`config.mk`:
```
export PLATFORM = sky130hd
export DESIGN_NAME = polyblep_square_oscillator_flat
export DESIGN_NICKNAME = d
export VERILOG_FILES = /design/src/pbsq_pkg.sv /design/src/pbsq_if.sv /design/src/polyblep_square_oscillator.sv /design/src/flat_wrapper.sv
export SDC_FILE = /design/constraint.sdc
export NUM_CORES = 2
export LEC_CHECK = 0
export BUFFER_PORTS_ARGS = -buffer_cell sky130_fd_sc_hd__clkbuf_2
export CAP_MARGIN = 25
export CORE_UTILIZATION = 45
export CTS_BUF_LIST = sky130_fd_sc_hd__clkbuf_4 sky130_fd_sc_hd__clkbuf_8
export DETAILED_ROUTE_END_ITERATION = 12
export PLACE_DENSITY = 0.65
export SKIP_LAST_GASP = 1
export SYNTH_ARGS = -nofsm -noshare
export SYNTH_HDL_FRONTEND = slang
export SYNTH_SLANG_ARGS = --single-unit
```
`constraint.sdc`:
```
create_clock -name clk -period 18.35 [get_ports clk]
set_clock_uncertainty 0.2 [all_clocks]
set_input_delay 3.67 -clock clk [delete_from_list [all_inputs] [get_ports clk]]
set_output_delay 3.67 -clock clk [all_outputs]
set_load 0.005 [all_outputs]
```
`src/pbsq_pkg.sv`:
```
`default_nettype none

package pbsq_pkg;

    // Configuration register indexes
    localparam logic [1:0] REG_BASE_FREQ = 2'd0;
    localparam logic [1:0] REG_STEP_PER_HZ = 2'd1;
    localparam logic [1:0] REG_FM_ENABLE = 2'd2;

    localparam int CFG_IDX_W = 2;
    localparam int CFG_DATA_W = 32;

    // Field widths
    localparam int BASE_W = 24;
    localparam int FM_W = 24;
    localparam int STEP_W = 32;
    // Clamped frequency fits in 25 unsigned bits
    localparam int FREQ_W = 25;
    // Full frequency times step product
    localparam int PROD_W = FREQ_W + STEP_W;
    // The product carries 48 fraction bits of a cycle
    localparam int PROD_FRAC = 48;

    // Ratio 1 - t/dt resolution and its width including the value one
    localparam int RATIO_BITS = 24;
    localparam int R_W = RATIO_BITS + 1;
    localparam int SQ_W = 2 * R_W;

    // 0.707 in Q16, held as a positive signed constant
    localparam int GAIN_W = 17;
    localparam logic signed [GAIN_W-1:0] GAIN_Q16 = 17'sd46334;
    localparam int GAIN_SHIFT = 16;

    // Register reset values
    localparam logic [BASE_W-1:0] BASE_FREQ_RST = 24'd113280;
    localparam logic [STEP_W-1:0] STEP_RST = 32'd22906492;

    // Step counter wide enough for the longest serial pass
    localparam int CNT_W = 5;

endpackage

`default_nettype wire

```
`src/pbsq_if.sv`:
```
`default_nettype none

// Input channel: one word per output sample
interface pbsq_fm_if;
    logic                              valid;
    logic                              ready;
    logic signed [pbsq_pkg::FM_W-1:0]  fm_offset;
    logic                              block_end;

    modport source (output valid, output fm_offset, output block_end, input ready);
    modport sink (input valid, input fm_offset, input block_end, output ready);
endinterface

// Output channel: one saturated sample per word
interface pbsq_wave_if #(
    parameter int OUT_BITS = 16
);
    logic                       valid;
    logic                       ready;
    logic signed [OUT_BITS-1:0] sample;
    logic                       frame_last;

    modport source (output valid, output sample, output frame_last, input ready);
    modport sink (input valid, input sample, input frame_last, output ready);
endinterface

`default_nettype wire

```
`src/polyblep_square_oscillator.sv`:
```
`default_nettype none

// Band-limited square oscillator. Each word on the fm channel yields one
// sample word on the wave channel, in signed Q2.(OUT_BITS-2). A new word is
// taken only once the previous sample has been loaded into the output register.
// The bit-serial datapath works in steps: the shift-add multiply of frequency by
// step (one frequency bit per cycle), edge set-up in the compare and subtract
// states, restoring division for the ratios 1 - t/dt of both edges side by side,
// shift-add squaring of both ratios, and then the sum, the 0.707 gain and
// saturation. The result sits in an output register, so the next word is worked
// on while the previous sample waits to be taken.
// Configuration is to be written through cfg_we, cfg_index and cfg_data while the
// block is idle; the block itself does not enforce this. An unknown index is ignored.
module polyblep_square_oscillator #(
    parameter int PHASE_BITS = 32,
    parameter int OUT_BITS = 16
) (
    input  wire                                clk,
    input  wire                                rst_n,
    input  wire                                cfg_we,
    input  wire [pbsq_pkg::CFG_IDX_W-1:0]      cfg_index,
    input  wire [pbsq_pkg::CFG_DATA_W-1:0]     cfg_data,
    pbsq_fm_if.sink                            fm,
    pbsq_wave_if.source                        wave
);
    import pbsq_pkg::*;

    localparam int DT_SHIFT = PROD_FRAC - PHASE_BITS;
    localparam int DT_W = PROD_W - DT_SHIFT;
    localparam int FRAC = OUT_BITS - 2;
    localparam int SQ_SHIFT = 2 * RATIO_BITS - FRAC;
    localparam int CORR_W = FRAC + 1;
    localparam int SUM_W = FRAC + 3;
    localparam int PRODS_W = SUM_W + GAIN_W;
    localparam int SH_W = PRODS_W - GAIN_SHIFT;

    localparam logic [PHASE_BITS-1:0] HALF = {1'b1, {(PHASE_BITS-1){1'b0}}};
    localparam logic [PHASE_BITS:0] CYCLE = {1'b1, {PHASE_BITS{1'b0}}};
    localparam logic [R_W-1:0] R_ONE = {1'b1, {RATIO_BITS{1'b0}}};
    localparam logic [SQ_W-1:0] SQ_RND = {{(SQ_W-1){1'b0}}, 1'b1} << (SQ_SHIFT - 1);
    localparam logic signed [SUM_W-1:0] RAW_POS = {3'b001, {FRAC{1'b0}}};
    localparam logic signed [PRODS_W-1:0] GAIN_RND =
        {{(PRODS_W-GAIN_SHIFT){1'b0}}, 1'b1, {(GAIN_SHIFT-1){1'b0}}};
    localparam logic signed [SH_W-1:0] SAT_HI =
        {{(SH_W-OUT_BITS+1){1'b0}}, {(OUT_BITS-1){1'b1}}};
    localparam logic signed [SH_W-1:0] SAT_LO =
        {{(SH_W-OUT_BITS+1){1'b1}}, {(OUT_BITS-1){1'b0}}};

    // Sequencer states
    localparam logic [3:0] S_IDLE  = 4'd0;
    localparam logic [3:0] S_MUL   = 4'd1;
    localparam logic [3:0] S_CMP   = 4'd2;
    localparam logic [3:0] S_SUB   = 4'd3;
    localparam logic [3:0] S_DIV   = 4'd4;
    localparam logic [3:0] S_SQR   = 4'd5;
    localparam logic [3:0] S_SUM   = 4'd6;
    localparam logic [3:0] S_SCALE = 4'd7;
    localparam logic [3:0] S_SAT   = 4'd8;

    // Control state
    logic [3:0]            state_reg, state_next;
    logic [CNT_W-1:0]      cnt_reg, cnt_next;
    logic                  out_valid_reg, out_valid_next;
    logic [PHASE_BITS-1:0] phase_reg, phase_next;
    logic [BASE_W-1:0]     base_freq_reg;
    logic [STEP_W-1:0]     step_reg;
    logic                  fm_en_reg;

    // Datapath registers
    logic [STEP_W-1:0]          mul_hi_reg, mul_hi_next;
    logic [FREQ_W-1:0]          mul_lo_reg, mul_lo_next;
    logic                       last_reg, last_next;
    logic [PHASE_BITS:0]        tsel_reg [2];
    logic [PHASE_BITS:0]        tsel_next [2];
    logic [1:0]                 act_reg, act_next;
    logic [1:0]                 neg_reg, neg_next;
    logic [1:0]                 sat_reg, sat_next;
    logic [DT_W-1:0]            rem_reg [2];
    logic [DT_W-1:0]            rem_next [2];
    logic [R_W-1:0]             q_reg [2];
    logic [R_W-1:0]             q_next [2];
    logic [R_W-1:0]             sq_hi_reg [2];
    logic [R_W-1:0]             sq_hi_next [2];
    logic [R_W-1:0]             sq_lo_reg [2];
    logic [R_W-1:0]             sq_lo_next [2];
    logic signed [SUM_W-1:0]    sum_reg, sum_next;
    logic signed [PRODS_W-1:0]  prods_reg, prods_next;
    logic signed [OUT_BITS-1:0] sample_reg, sample_next;
    logic                       frame_last_reg, frame_last_next;

    // Combinational helpers
    logic signed [FREQ_W:0]  freq_sum;
    logic [FREQ_W-1:0]       freq;
    logic [STEP_W:0]         mul_sum;
    logic [PROD_W-1:0]       prod;
    logic [DT_W-1:0]         dt;
    logic [PHASE_BITS-1:0]   t_lane [2];
    logic [PHASE_BITS:0]     u_lane [2];
    logic [1:0]              after_lane, before_lane;
    logic [DT_W:0]           rem2 [2];
    logic [DT_W:0]           rem_diff [2];
    logic [1:0]              ge_lane;
    logic [R_W-1:0]          q_fin [2];
    logic [R_W:0]            sq_sum [2];
    logic [SQ_W-1:0]         sq_rnd [2];
    logic signed [SUM_W-1:0] corr_s [2];
    logic signed [SUM_W-1:0] blep [2];
    logic signed [SUM_W-1:0] raw;
    logic signed [SH_W-1:0]  scaled;
    logic                    out_load;

    // Instantaneous frequency, clamped at zero
    always_comb
    begin
        freq_sum = $signed({2'b00, base_freq_reg});
        if (fm_en_reg)
        begin
            freq_sum = freq_sum + (FREQ_W+1)'(fm.fm_offset);
        end
        freq = freq_sum[FREQ_W] ? '0 : freq_sum[FREQ_W-1:0];
    end

    // Phase step from the serial product
    assign mul_sum = {1'b0, mul_hi_reg} + (mul_lo_reg[0] ? {1'b0, step_reg} : '0);
    assign prod = {mul_hi_reg, mul_lo_reg};
    assign dt = prod[PROD_W-1:DT_SHIFT];

    // Per-edge lane logic: lane 0 is the rising edge, lane 1 the falling edge
    always_comb
    begin
        t_lane[0] = phase_reg;
        t_lane[1] = phase_reg + HALF;
        for (int l = 0; l < 2; l++)
        begin
            u_lane[l] = CYCLE - {1'b0, t_lane[l]};
            after_lane[l] = DT_W'(t_lane[l]) < dt;
            before_lane[l] = DT_W'(u_lane[l]) < dt;
            rem2[l] = {rem_reg[l], 1'b0};
            rem_diff[l] = rem2[l] - {1'b0, dt};
            ge_lane[l] = rem2[l] >= {1'b0, dt};
            q_fin[l] = sat_reg[l] ? R_ONE : {q_reg[l][R_W-2:0], ge_lane[l]};
            sq_sum[l] = {1'b0, sq_hi_reg[l]} + (sq_lo_reg[l][0] ? {1'b0, q_reg[l]} : '0);
            sq_rnd[l] = {sq_hi_reg[l], sq_lo_reg[l]} + SQ_RND;
            corr_s[l] = $signed({2'b00, sq_rnd[l][SQ_SHIFT+CORR_W-1:SQ_SHIFT]});
            if (!act_reg[l])
            begin
                blep[l] = '0;
            end
            else if (neg_reg[l])
            begin
                blep[l] = -corr_s[l];
            end
            else
            begin
                blep[l] = corr_s[l];
            end
        end
        raw = phase_reg[PHASE_BITS-1] ? -RAW_POS : RAW_POS;
    end

    assign scaled = prods_reg[PRODS_W-1:GAIN_SHIFT];
    assign out_load = (state_reg == S_SAT) && (!out_valid_reg || wave.ready);

    // Sequencer and datapath next values
    always_comb
    begin
        state_next = state_reg;
        cnt_next = cnt_reg;
        phase_next = phase_reg;
        mul_hi_next = mul_hi_reg;
        mul_lo_next = mul_lo_reg;
        last_next = last_reg;
        act_next = act_reg;
        neg_next = neg_reg;
        sat_next = sat_reg;
        sum_next = sum_reg;
        prods_next = prods_reg;
        sample_next = sample_reg;
        frame_last_next = frame_last_reg;
        for (int l = 0; l < 2; l++)
        begin
            tsel_next[l] = tsel_reg[l];
            rem_next[l] = rem_reg[l];
            q_next[l] = q_reg[l];
            sq_hi_next[l] = sq_hi_reg[l];
            sq_lo_next[l] = sq_lo_reg[l];
        end

        case (state_reg)
            S_IDLE:
            begin
                if (fm.valid)
                begin
                    mul_hi_next = '0;
                    mul_lo_next = freq;
                    last_next = fm.block_end;
                    cnt_next = CNT_W'(FREQ_W - 1);
                    state_next = S_MUL;
                end
            end
            S_MUL:
            begin
                mul_hi_next = mul_sum[STEP_W:1];
                mul_lo_next = {mul_sum[0], mul_lo_reg[FREQ_W-1:1]};
                cnt_next = cnt_reg - 1'b1;
                if (cnt_reg == '0)
                begin
                    state_next = S_CMP;
                end
            end
            S_CMP:
            begin
                // Pick the distance to the edge, after it taking priority
                for (int l = 0; l < 2; l++)
                begin
                    tsel_next[l] = after_lane[l] ? {1'b0, t_lane[l]} : u_lane[l];
                    act_next[l] = after_lane[l] || before_lane[l];
                    neg_next[l] = after_lane[l];
                end
                state_next = S_SUB;
            end
            S_SUB:
            begin
                for (int l = 0; l < 2; l++)
                begin
                    rem_next[l] = dt - DT_W'(tsel_reg[l]);
                    sat_next[l] = tsel_reg[l] == '0;
                    q_next[l] = '0;
                end
                cnt_next = CNT_W'(RATIO_BITS - 1);
                state_next = S_DIV;
            end
            S_DIV:
            begin
                // One quotient bit per cycle on both lanes
                for (int l = 0; l < 2; l++)
                begin
                    rem_next[l] = ge_lane[l] ? rem_diff[l][DT_W-1:0] : rem2[l][DT_W-1:0];
                    q_next[l] = {q_reg[l][R_W-2:0], ge_lane[l]};
                end
                cnt_next = cnt_reg - 1'b1;
                if (cnt_reg == '0)
                begin
                    for (int l = 0; l < 2; l++)
                    begin
                        q_next[l] = q_fin[l];
                        sq_hi_next[l] = '0;
                        sq_lo_next[l] = q_fin[l];
                    end
                    cnt_next = CNT_W'(R_W - 1);
                    state_next = S_SQR;
                end
            end
            S_SQR:
            begin
                for (int l = 0; l < 2; l++)
                begin
                    sq_hi_next[l] = sq_sum[l][R_W:1];
                    sq_lo_next[l] = {sq_sum[l][0], sq_lo_reg[l][R_W-1:1]};
                end
                cnt_next = cnt_reg - 1'b1;
                if (cnt_reg == '0)
                begin
                    state_next = S_SUM;
                end
            end
            S_SUM:
            begin
                sum_next = raw + blep[0] - blep[1];
                phase_next = phase_reg + dt[PHASE_BITS-1:0];
                state_next = S_SCALE;
            end
            S_SCALE:
            begin
                prods_next = sum_reg * GAIN_Q16 + GAIN_RND;
                state_next = S_SAT;
            end
            S_SAT:
            begin
                if (out_load)
                begin
                    if (scaled > SAT_HI)
                    begin
                        sample_next = SAT_HI[OUT_BITS-1:0];
                    end
                    else if (scaled < SAT_LO)
                    begin
                        sample_next = SAT_LO[OUT_BITS-1:0];
                    end
                    else
                    begin
                        sample_next = scaled[OUT_BITS-1:0];
                    end
                    frame_last_next = last_reg;
                    state_next = S_IDLE;
                end
            end
            default:
            begin
                state_next = S_IDLE;
            end
        endcase

        // Output register empties when taken and fills from the last step
        if (out_load)
        begin
            out_valid_next = 1'b1;
        end
        else if (wave.ready)
        begin
            out_valid_next = 1'b0;
        end
        else
        begin
            out_valid_next = out_valid_reg;
        end
    end

    // Control registers and configuration
    always_ff @(posedge clk or negedge rst_n)
    begin
        if (!rst_n)
        begin
            state_reg <= S_IDLE;
            cnt_reg <= '0;
            out_valid_reg <= 1'b0;
            phase_reg <= '0;
            base_freq_reg <= BASE_FREQ_RST;
            step_reg <= STEP_RST;
            fm_en_reg <= 1'b0;
        end
        else
        begin
            state_reg <= state_next;
            cnt_reg <= cnt_next;
            out_valid_reg <= out_valid_next;
            phase_reg <= phase_next;
            if (cfg_we)
            begin
                case (cfg_index)
                    REG_BASE_FREQ:   base_freq_reg <= cfg_data[BASE_W-1:0];
                    REG_STEP_PER_HZ: step_reg <= cfg_data[STEP_W-1:0];
                    REG_FM_ENABLE:   fm_en_reg <= cfg_data[0];
                    default:         ;
                endcase
            end
        end
    end

    // Datapath registers
    always_ff @(posedge clk)
    begin
        mul_hi_reg <= mul_hi_next;
        mul_lo_reg <= mul_lo_next;
        last_reg <= last_next;
        act_reg <= act_next;
        neg_reg <= neg_next;
        sat_reg <= sat_next;
        sum_reg <= sum_next;
        prods_reg <= prods_next;
        sample_reg <= sample_next;
        frame_last_reg <= frame_last_next;
        for (int l = 0; l < 2; l++)
        begin
            tsel_reg[l] <= tsel_next[l];
            rem_reg[l] <= rem_next[l];
            q_reg[l] <= q_next[l];
            sq_hi_reg[l] <= sq_hi_next[l];
            sq_lo_reg[l] <= sq_lo_next[l];
        end
    end

    // Channel outputs
    assign fm.ready = state_reg == S_IDLE;
    assign wave.valid = out_valid_reg;
    assign wave.sample = sample_reg;
    assign wave.frame_last = frame_last_reg;

endmodule

`default_nettype wire

```
`src/flat_wrapper.sv`:
```
// flat-port wrapper written by rule: the top's interface ports become plain ports
module polyblep_square_oscillator_flat import pbsq_pkg::*;
#(
    parameter int PHASE_BITS = 32,
    parameter int OUT_BITS = 16
)
  (clk, rst_n, cfg_we, cfg_index, cfg_data, fm_valid, fm_fm_offset, fm_block_end, fm_ready, wave_valid, wave_sample, wave_frame_last, wave_ready);
  pbsq_fm_if fm_i ();
  pbsq_wave_if #(.OUT_BITS(OUT_BITS)) wave_i ();
  input  wire clk;
  input  wire rst_n;
  input  wire cfg_we;
  input  wire [pbsq_pkg::CFG_IDX_W-1:0] cfg_index;
  input  wire [pbsq_pkg::CFG_DATA_W-1:0] cfg_data;
  input wire logic [$bits(fm_i.valid)-1:0] fm_valid;
  input wire logic [$bits(fm_i.fm_offset)-1:0] fm_fm_offset;
  input wire logic [$bits(fm_i.block_end)-1:0] fm_block_end;
  output wire logic [$bits(fm_i.ready)-1:0] fm_ready;
  output wire logic [$bits(wave_i.valid)-1:0] wave_valid;
  output wire logic [$bits(wave_i.sample)-1:0] wave_sample;
  output wire logic [$bits(wave_i.frame_last)-1:0] wave_frame_last;
  input wire logic [$bits(wave_i.ready)-1:0] wave_ready;
  assign fm_i.valid = fm_valid;
  assign fm_i.fm_offset = fm_fm_offset;
  assign fm_i.block_end = fm_block_end;
  assign fm_ready = fm_i.ready;
  assign wave_valid = wave_i.valid;
  assign wave_sample = wave_i.sample;
  assign wave_frame_last = wave_i.frame_last;
  assign wave_i.ready = wave_ready;
  polyblep_square_oscillator #(.PHASE_BITS(PHASE_BITS), .OUT_BITS(OUT_BITS)) u_core (.clk(clk), .rst_n(rst_n), .cfg_we(cfg_we), .cfg_index(cfg_index), .cfg_data(cfg_data), .fm(fm_i), .wave(wave_i));
endmodule
```
**After elaboration in Yosys (flattened, before gate mapping)**

Memories as Yosys holds them, arrays and structs flattened.
Index checks and enable logic that the tools add are counted.

- Register bits after elaboration: 231
- Bits in writable memories: 298
- Input bits: 64
- Output and inout bits: 19
- Logic and storage cells: 128
- Memories kept: 5

Memories:

| memory | depth | width | read ports | clocked after Yosys merged registers in | write ports | RTL line | source |
|---|---|---|---|---|---|---|---|
| u_core.rem_reg | 2 | 41 | 2 | 0 | 2 | polyblep_square_oscillator.sv:78 | `logic [DT_W-1:0] rem_reg [2];` |
| u_core.tsel_reg | 2 | 33 | 2 | 0 | 2 | polyblep_square_oscillator.sv:73 | `logic [PHASE_BITS:0] tsel_reg [2];` |
| u_core.q_reg | 2 | 25 | 2 | 0 | 2 | polyblep_square_oscillator.sv:80 | `logic [R_W-1:0] q_reg [2];` |
| u_core.sq_hi_reg | 2 | 25 | 2 | 0 | 2 | polyblep_square_oscillator.sv:82 | `logic [R_W-1:0] sq_hi_reg [2];` |
| u_core.sq_lo_reg | 2 | 25 | 2 | 0 | 2 | polyblep_square_oscillator.sv:84 | `logic [R_W-1:0] sq_lo_reg [2];` |

- Add/subtract/negate cells: 20
- $mul: 1
- Magnitude comparators: 8
- Equality and inequality tests: 15
- Mux-type cells: 40
- Reductions and logical operators: 22

Operators by type and width:

| cell | number |
|---|---|
| 50-bit case mux with 2 select lines | 3 |
| 82-bit case mux with 2 select lines | 1 |
| 25-bit two-way mux | 6 |
| 50-bit two-way mux | 3 |
| 49-bit by 34-bit adder with 49-bit output, second input constant | 2 |
| 17-bit two-way mux | 5 |
| 42-bit by 41-bit >= comparator with 1-bit output | 2 |
| 32-bit by 41-bit less-than comparator with 1-bit output | 2 |
| 33-bit by 41-bit less-than comparator with 1-bit output | 2 |
| 41-bit two-way mux | 2 |
| 41-bit by 33-bit subtractor with 41-bit output | 2 |
| 41-bit subtractor | 2 |
| 33-bit zero test | 2 |
| 33-bit two-way mux | 2 |
| 66-bit two-way mux | 1 |
| 33-bit by 32-bit subtractor with 33-bit output, first input constant | 2 |
| 32-bit two-way mux | 2 |
| 32-bit case mux with 2 select lines | 1 |
| 25-bit by 25-bit adder with 26-bit output | 2 |
| 25-bit case mux with 2 select lines | 1 |
| 4-bit case mux with 9 select lines | 1 |
| 34-bit by 17-bit adder with 34-bit output, second input constant | 1 |
| 15-bit negator with 17-bit output | 2 |
| 32-bit by 33-bit adder with 33-bit output | 1 |
| 34 further kinds | 56 |

**Depth between registers and ports, before layout**

An unclocked memory read counts as a cell.

- Depth after elaboration: 7
- Gate-level depth with buffers: 28
- Gate-level depth less buffers: 28

**Worst setup path after synthesis**

Ideal clock, no wire load.

- Path kind: reg-to-reg
- Start: reg u_core.sum_reg[16]
- End: reg u_core.prods_reg[33] (data pin)
- Setup time: 260 ps
- Data arrival time: 8469 ps
- Required time: 17890 ps
- Slack: 9421 ps
- Cell stages (with the launch flop): 28
- Path through: edfxtp_1 > clkbuf_1 > clkbuf_1 > inv_1 > fa_1 > fa_1 > inv_1 > fa_1 > fa_1 > fa_1 > inv_1 > fa_1 > inv_1 > ha_1 > clkbuf_1 > a21o_1 > a21o_1 > and3_1 > a21oi_1 > o21ai_1 > o21ai_1 > nand3_1 > or4_4 > nor3_4 > and4bb_4 > mux2_4 > a311oi_2 > xnor2_1

- Cells in the longest elaborated chain, start to end: 2

RTL lines:

| what | RTL line | source |
|---|---|---|
| from (decl) | polyblep_square_oscillator.sv:86 | `logic signed [SUM_W-1:0] sum_reg, sum_next;` |
| from (signal assigned) | polyblep_square_oscillator.sv:359 | `sum_reg <= sum_next;` |
| 17-bit by 16-bit multiplier with 33-bit output | polyblep_square_oscillator.sv:275 | `prods_next = sum_reg * GAIN_Q16 + GAIN_RND;` |
| 34-bit by 17-bit adder with 34-bit output | polyblep_square_oscillator.sv:275 |  |
| to (signal assigned) | polyblep_square_oscillator.sv:360 | `prods_reg <= prods_next;` |
| to (decl) | polyblep_square_oscillator.sv:87 | `logic signed [PRODS_W-1:0] prods_reg, prods_next;` |

Every way passes these cells.
A chain may end at the register's enable or synchronous reset.

**Final worst setup path**

Same ends and word-level chain as after synthesis.

==> impl_metrics.tcl <==
set metrics [dict create \
    ios 83 \
    synth-seq-cells 512 \
    grt.overflow.total 0 \
    postCtsHoldBufs 0 \
    synthFlopType "edfxtp_1" \
    synth_top_area_share 0.268 \
    fin_total_pwr_mw 9.43 \
    synth-edff-count 413 \
    path_clk_slew_ns 0.06 \
    grt_pass1_wl_um 184000 \
    required_ns 18.60 \
    drtIter0Drc 2051 \
    combPwrFrac 0.635 \
    grtUsageTotal 0.223 \
    cp.arrival_ns 8.41 \
    max-vdd-ir-drop_mv 0.104 \
    clockRootBuffer "clkbuf_8" \
    status "finished clean" \
    synth_top_area_cell "edfxtp_1" \
    clock-sinks 512 \
    largest_reg_flops 82 \
    worstSetupEndpointType "flip-flop" \
    synth_fp_nets 5732 \
    tritoncts "built" \
    r2r_cells 25 \
    worstMarginPinSlew_ns 1.04 \
    syn_inst 5001 \
    seqPwrFrac 0.238 \
    maxSlewViolCount 0 \
    antenna_left 0 \
    cap_violations 0 \
    postSynth.asyncResetShare 0.193 \
    setup_viol 0 \
    htree_num_levels 3 \
    crit_type "flip-flop to flip-flop" \
    cp_common_cell "fa_1" \
    dp.final_hpwl_um 90900 \
    syn_avg_cell_area_um2 9.25 \
    power_switching_mw 4.41 \
    slowest_delay_ns 0.58 \
    hold_viol_final 0 \
    syn-cell-area_um2 46300 \
    wl_per_cell_um 17.9 \
    hold_class "flip-flop to flip-flop" \
    cts_resized 0 \
    synth_area_leaders "edfxtp_1 (27%), ha_1 (14%), fa_1 (6.2%)" \
    rsz0062_at_grt "false" \
    worstSetupStartpointType "flip-flop" \
    hold_depth 0 \
    initial_core_util 0.454 \
    cp_max_fo 57 \
    synth_cell_types 92 \
    period_share 0.445 \
    post_cts_buffers 0 \
    drive_gt1_frac 0.0842 \
    period_needed_ns 8.17 \
    final_cell_mix "ha_1 (524), inv_1 (459), edfxtp_1 (413)" \
    cp_slowest_cell "buf_4" \
    ys_warn_count 0 \
    synth_seq_area_share 0.322 \
    final_net_count 5781 \
    final_util 0.492 \
    die_height_um 323 \
    power_density_nw_per_um2 188 \
    internal_power_mw 5.02 \
    die_w_um 323 \
    leakage_nw 22.6 \
    clock_latency_ns 0.75 \
    power_frac_clock 0.127 \
    cts_buffers 100 \
    via_count 35600 \
    antenna_found_initial 1 \
    gp_congestion 0.943 \
    wirelength_um 116000 \
    area_delta_synth_final_pct 8.36 \
    core_area_um2 102000 \
    drc 0 \
    num_rows 117 \
    final_common_cell "ha_1" \
    max_freq_ghz 0.122 \
    p_sw_frac 0.468 \
    cts_buffer_depth 3 \
    relSlewSlack 0.299 \
    setup_tns_ns 0 \
    detail_route.vias_per_cell 5.48 \
    first_pass_iters 5 \
    die_area_um2 104000 \
    io_buffers 82 \
    grt_pass1_vias 35100 \
    grt_start_max_net_pins 86 \
]
## cells by family after synthesis
| kind of cell | synth area share |
|---|---|
| AOI/OAI and AO/OA | 0.155 |
| xor gates and xnor gates | 0.0833 |
| DFF | 0.322 |
| and+or+nand+nor | 0.163 |
| buffers and inverters | 0.0512 |
| adders and majority gates | 0.204 |
| muxes | 0.0221 |
## cells in the mapped netlist, types with 67 or more instances
cell type	instances
and2_1	149
inv_1	459
nand2_1	414
ha_1	524
clkbuf_1	133
o21ai_0	280
edfxtp_1	413
nor2_1	387
fa_1	143
a21o_1	155
xnor2_1	246
dfrtp_1	78
nor2b_1	67
a21oi_1	311
xor2_1	194
nand3_1	96
nor3_1	89
## critical path, delay by kind of cell, from the launching register on
| family | cells | cell delay [ns] |
|---|---|---|
| fa+ha+maj | 7 | 3.50 |
| simple gates | 5 | 1.38 |
| mux | 1 | 0.30 |
| xor+xnor | 1 | 0.09 |
| flops | 1 | 0.32 |
| compound gates | 6 | 1.08 |
| buf+inv | 5 | 0.96 |
## worst paths after layout
| kind | startpoint | to | slack [ns] |
|---|---|---|---|
| setup / recovery | u_core.sum_reg[16] | u_core.prods_reg[33] | 10.18 |
| hold / removal | u_core.last_reg | u_core.wave.frame_last | 0.23 |
| setup reg to reg | u_core.sum_reg[16] | u_core.prods_reg[33] | 10.18 |
| hold reg to reg | u_core.last_reg | u_core.wave.frame_last | 0.23 |
| max in group asynchronous | rst_n | u_core.cnt_reg[2] | 13.93 |
| min in group asynchronous | rst_n | u_core.base_freq_reg[23] | 2.77 |
## power by group through the flow
stage	logic [mW]	registers (mW)	clock network [mW]
after floorplan	4.73	2.10	0
after global placement	5.84	2.25	0
after detailed placement	5.93	2.26	0
after CTS	5.97	2.24	1.23
after global routing	6.72	2.29	1.28
final	5.99	2.24	1.20
## per-stage QoR
stage               worst slack, ns  std cells  cell area (um2)  hold slack [ns]
finish                        10.18       6498            50100            0.230
global route                   9.69       6498            50100            0.248
CTS                           10.17       6496            50100            0.236
detailed placement            10.24       6316            48100            0.240
global placement              10.33       6315            48000            0.207
floorplan                      9.42       5001            46300            0.200
## layout make-up
cell class	instances	area, um2
Fill cell	9624	51800
Multi-Input combinational cell	3864	29100
Clock inverter	46	378
Antenna cell	2	5.00
Sequential cell	512	14900
Timing Repair Buffer	112	658
Clock buffer	134	1680
Tap cell	1368	1710
Inverter	460	1730
## per-layer routing
layer	track usage	vias up	share of wire
met2	0.388	755	0.48
met5	0	-	0
met3	0.0281	216	0.039
li1	-	17700	-
met4	0.0898	0	0.039
met1	0.279	16900	0.44
No activity file was read; power rests on OpenSTA's default activity.
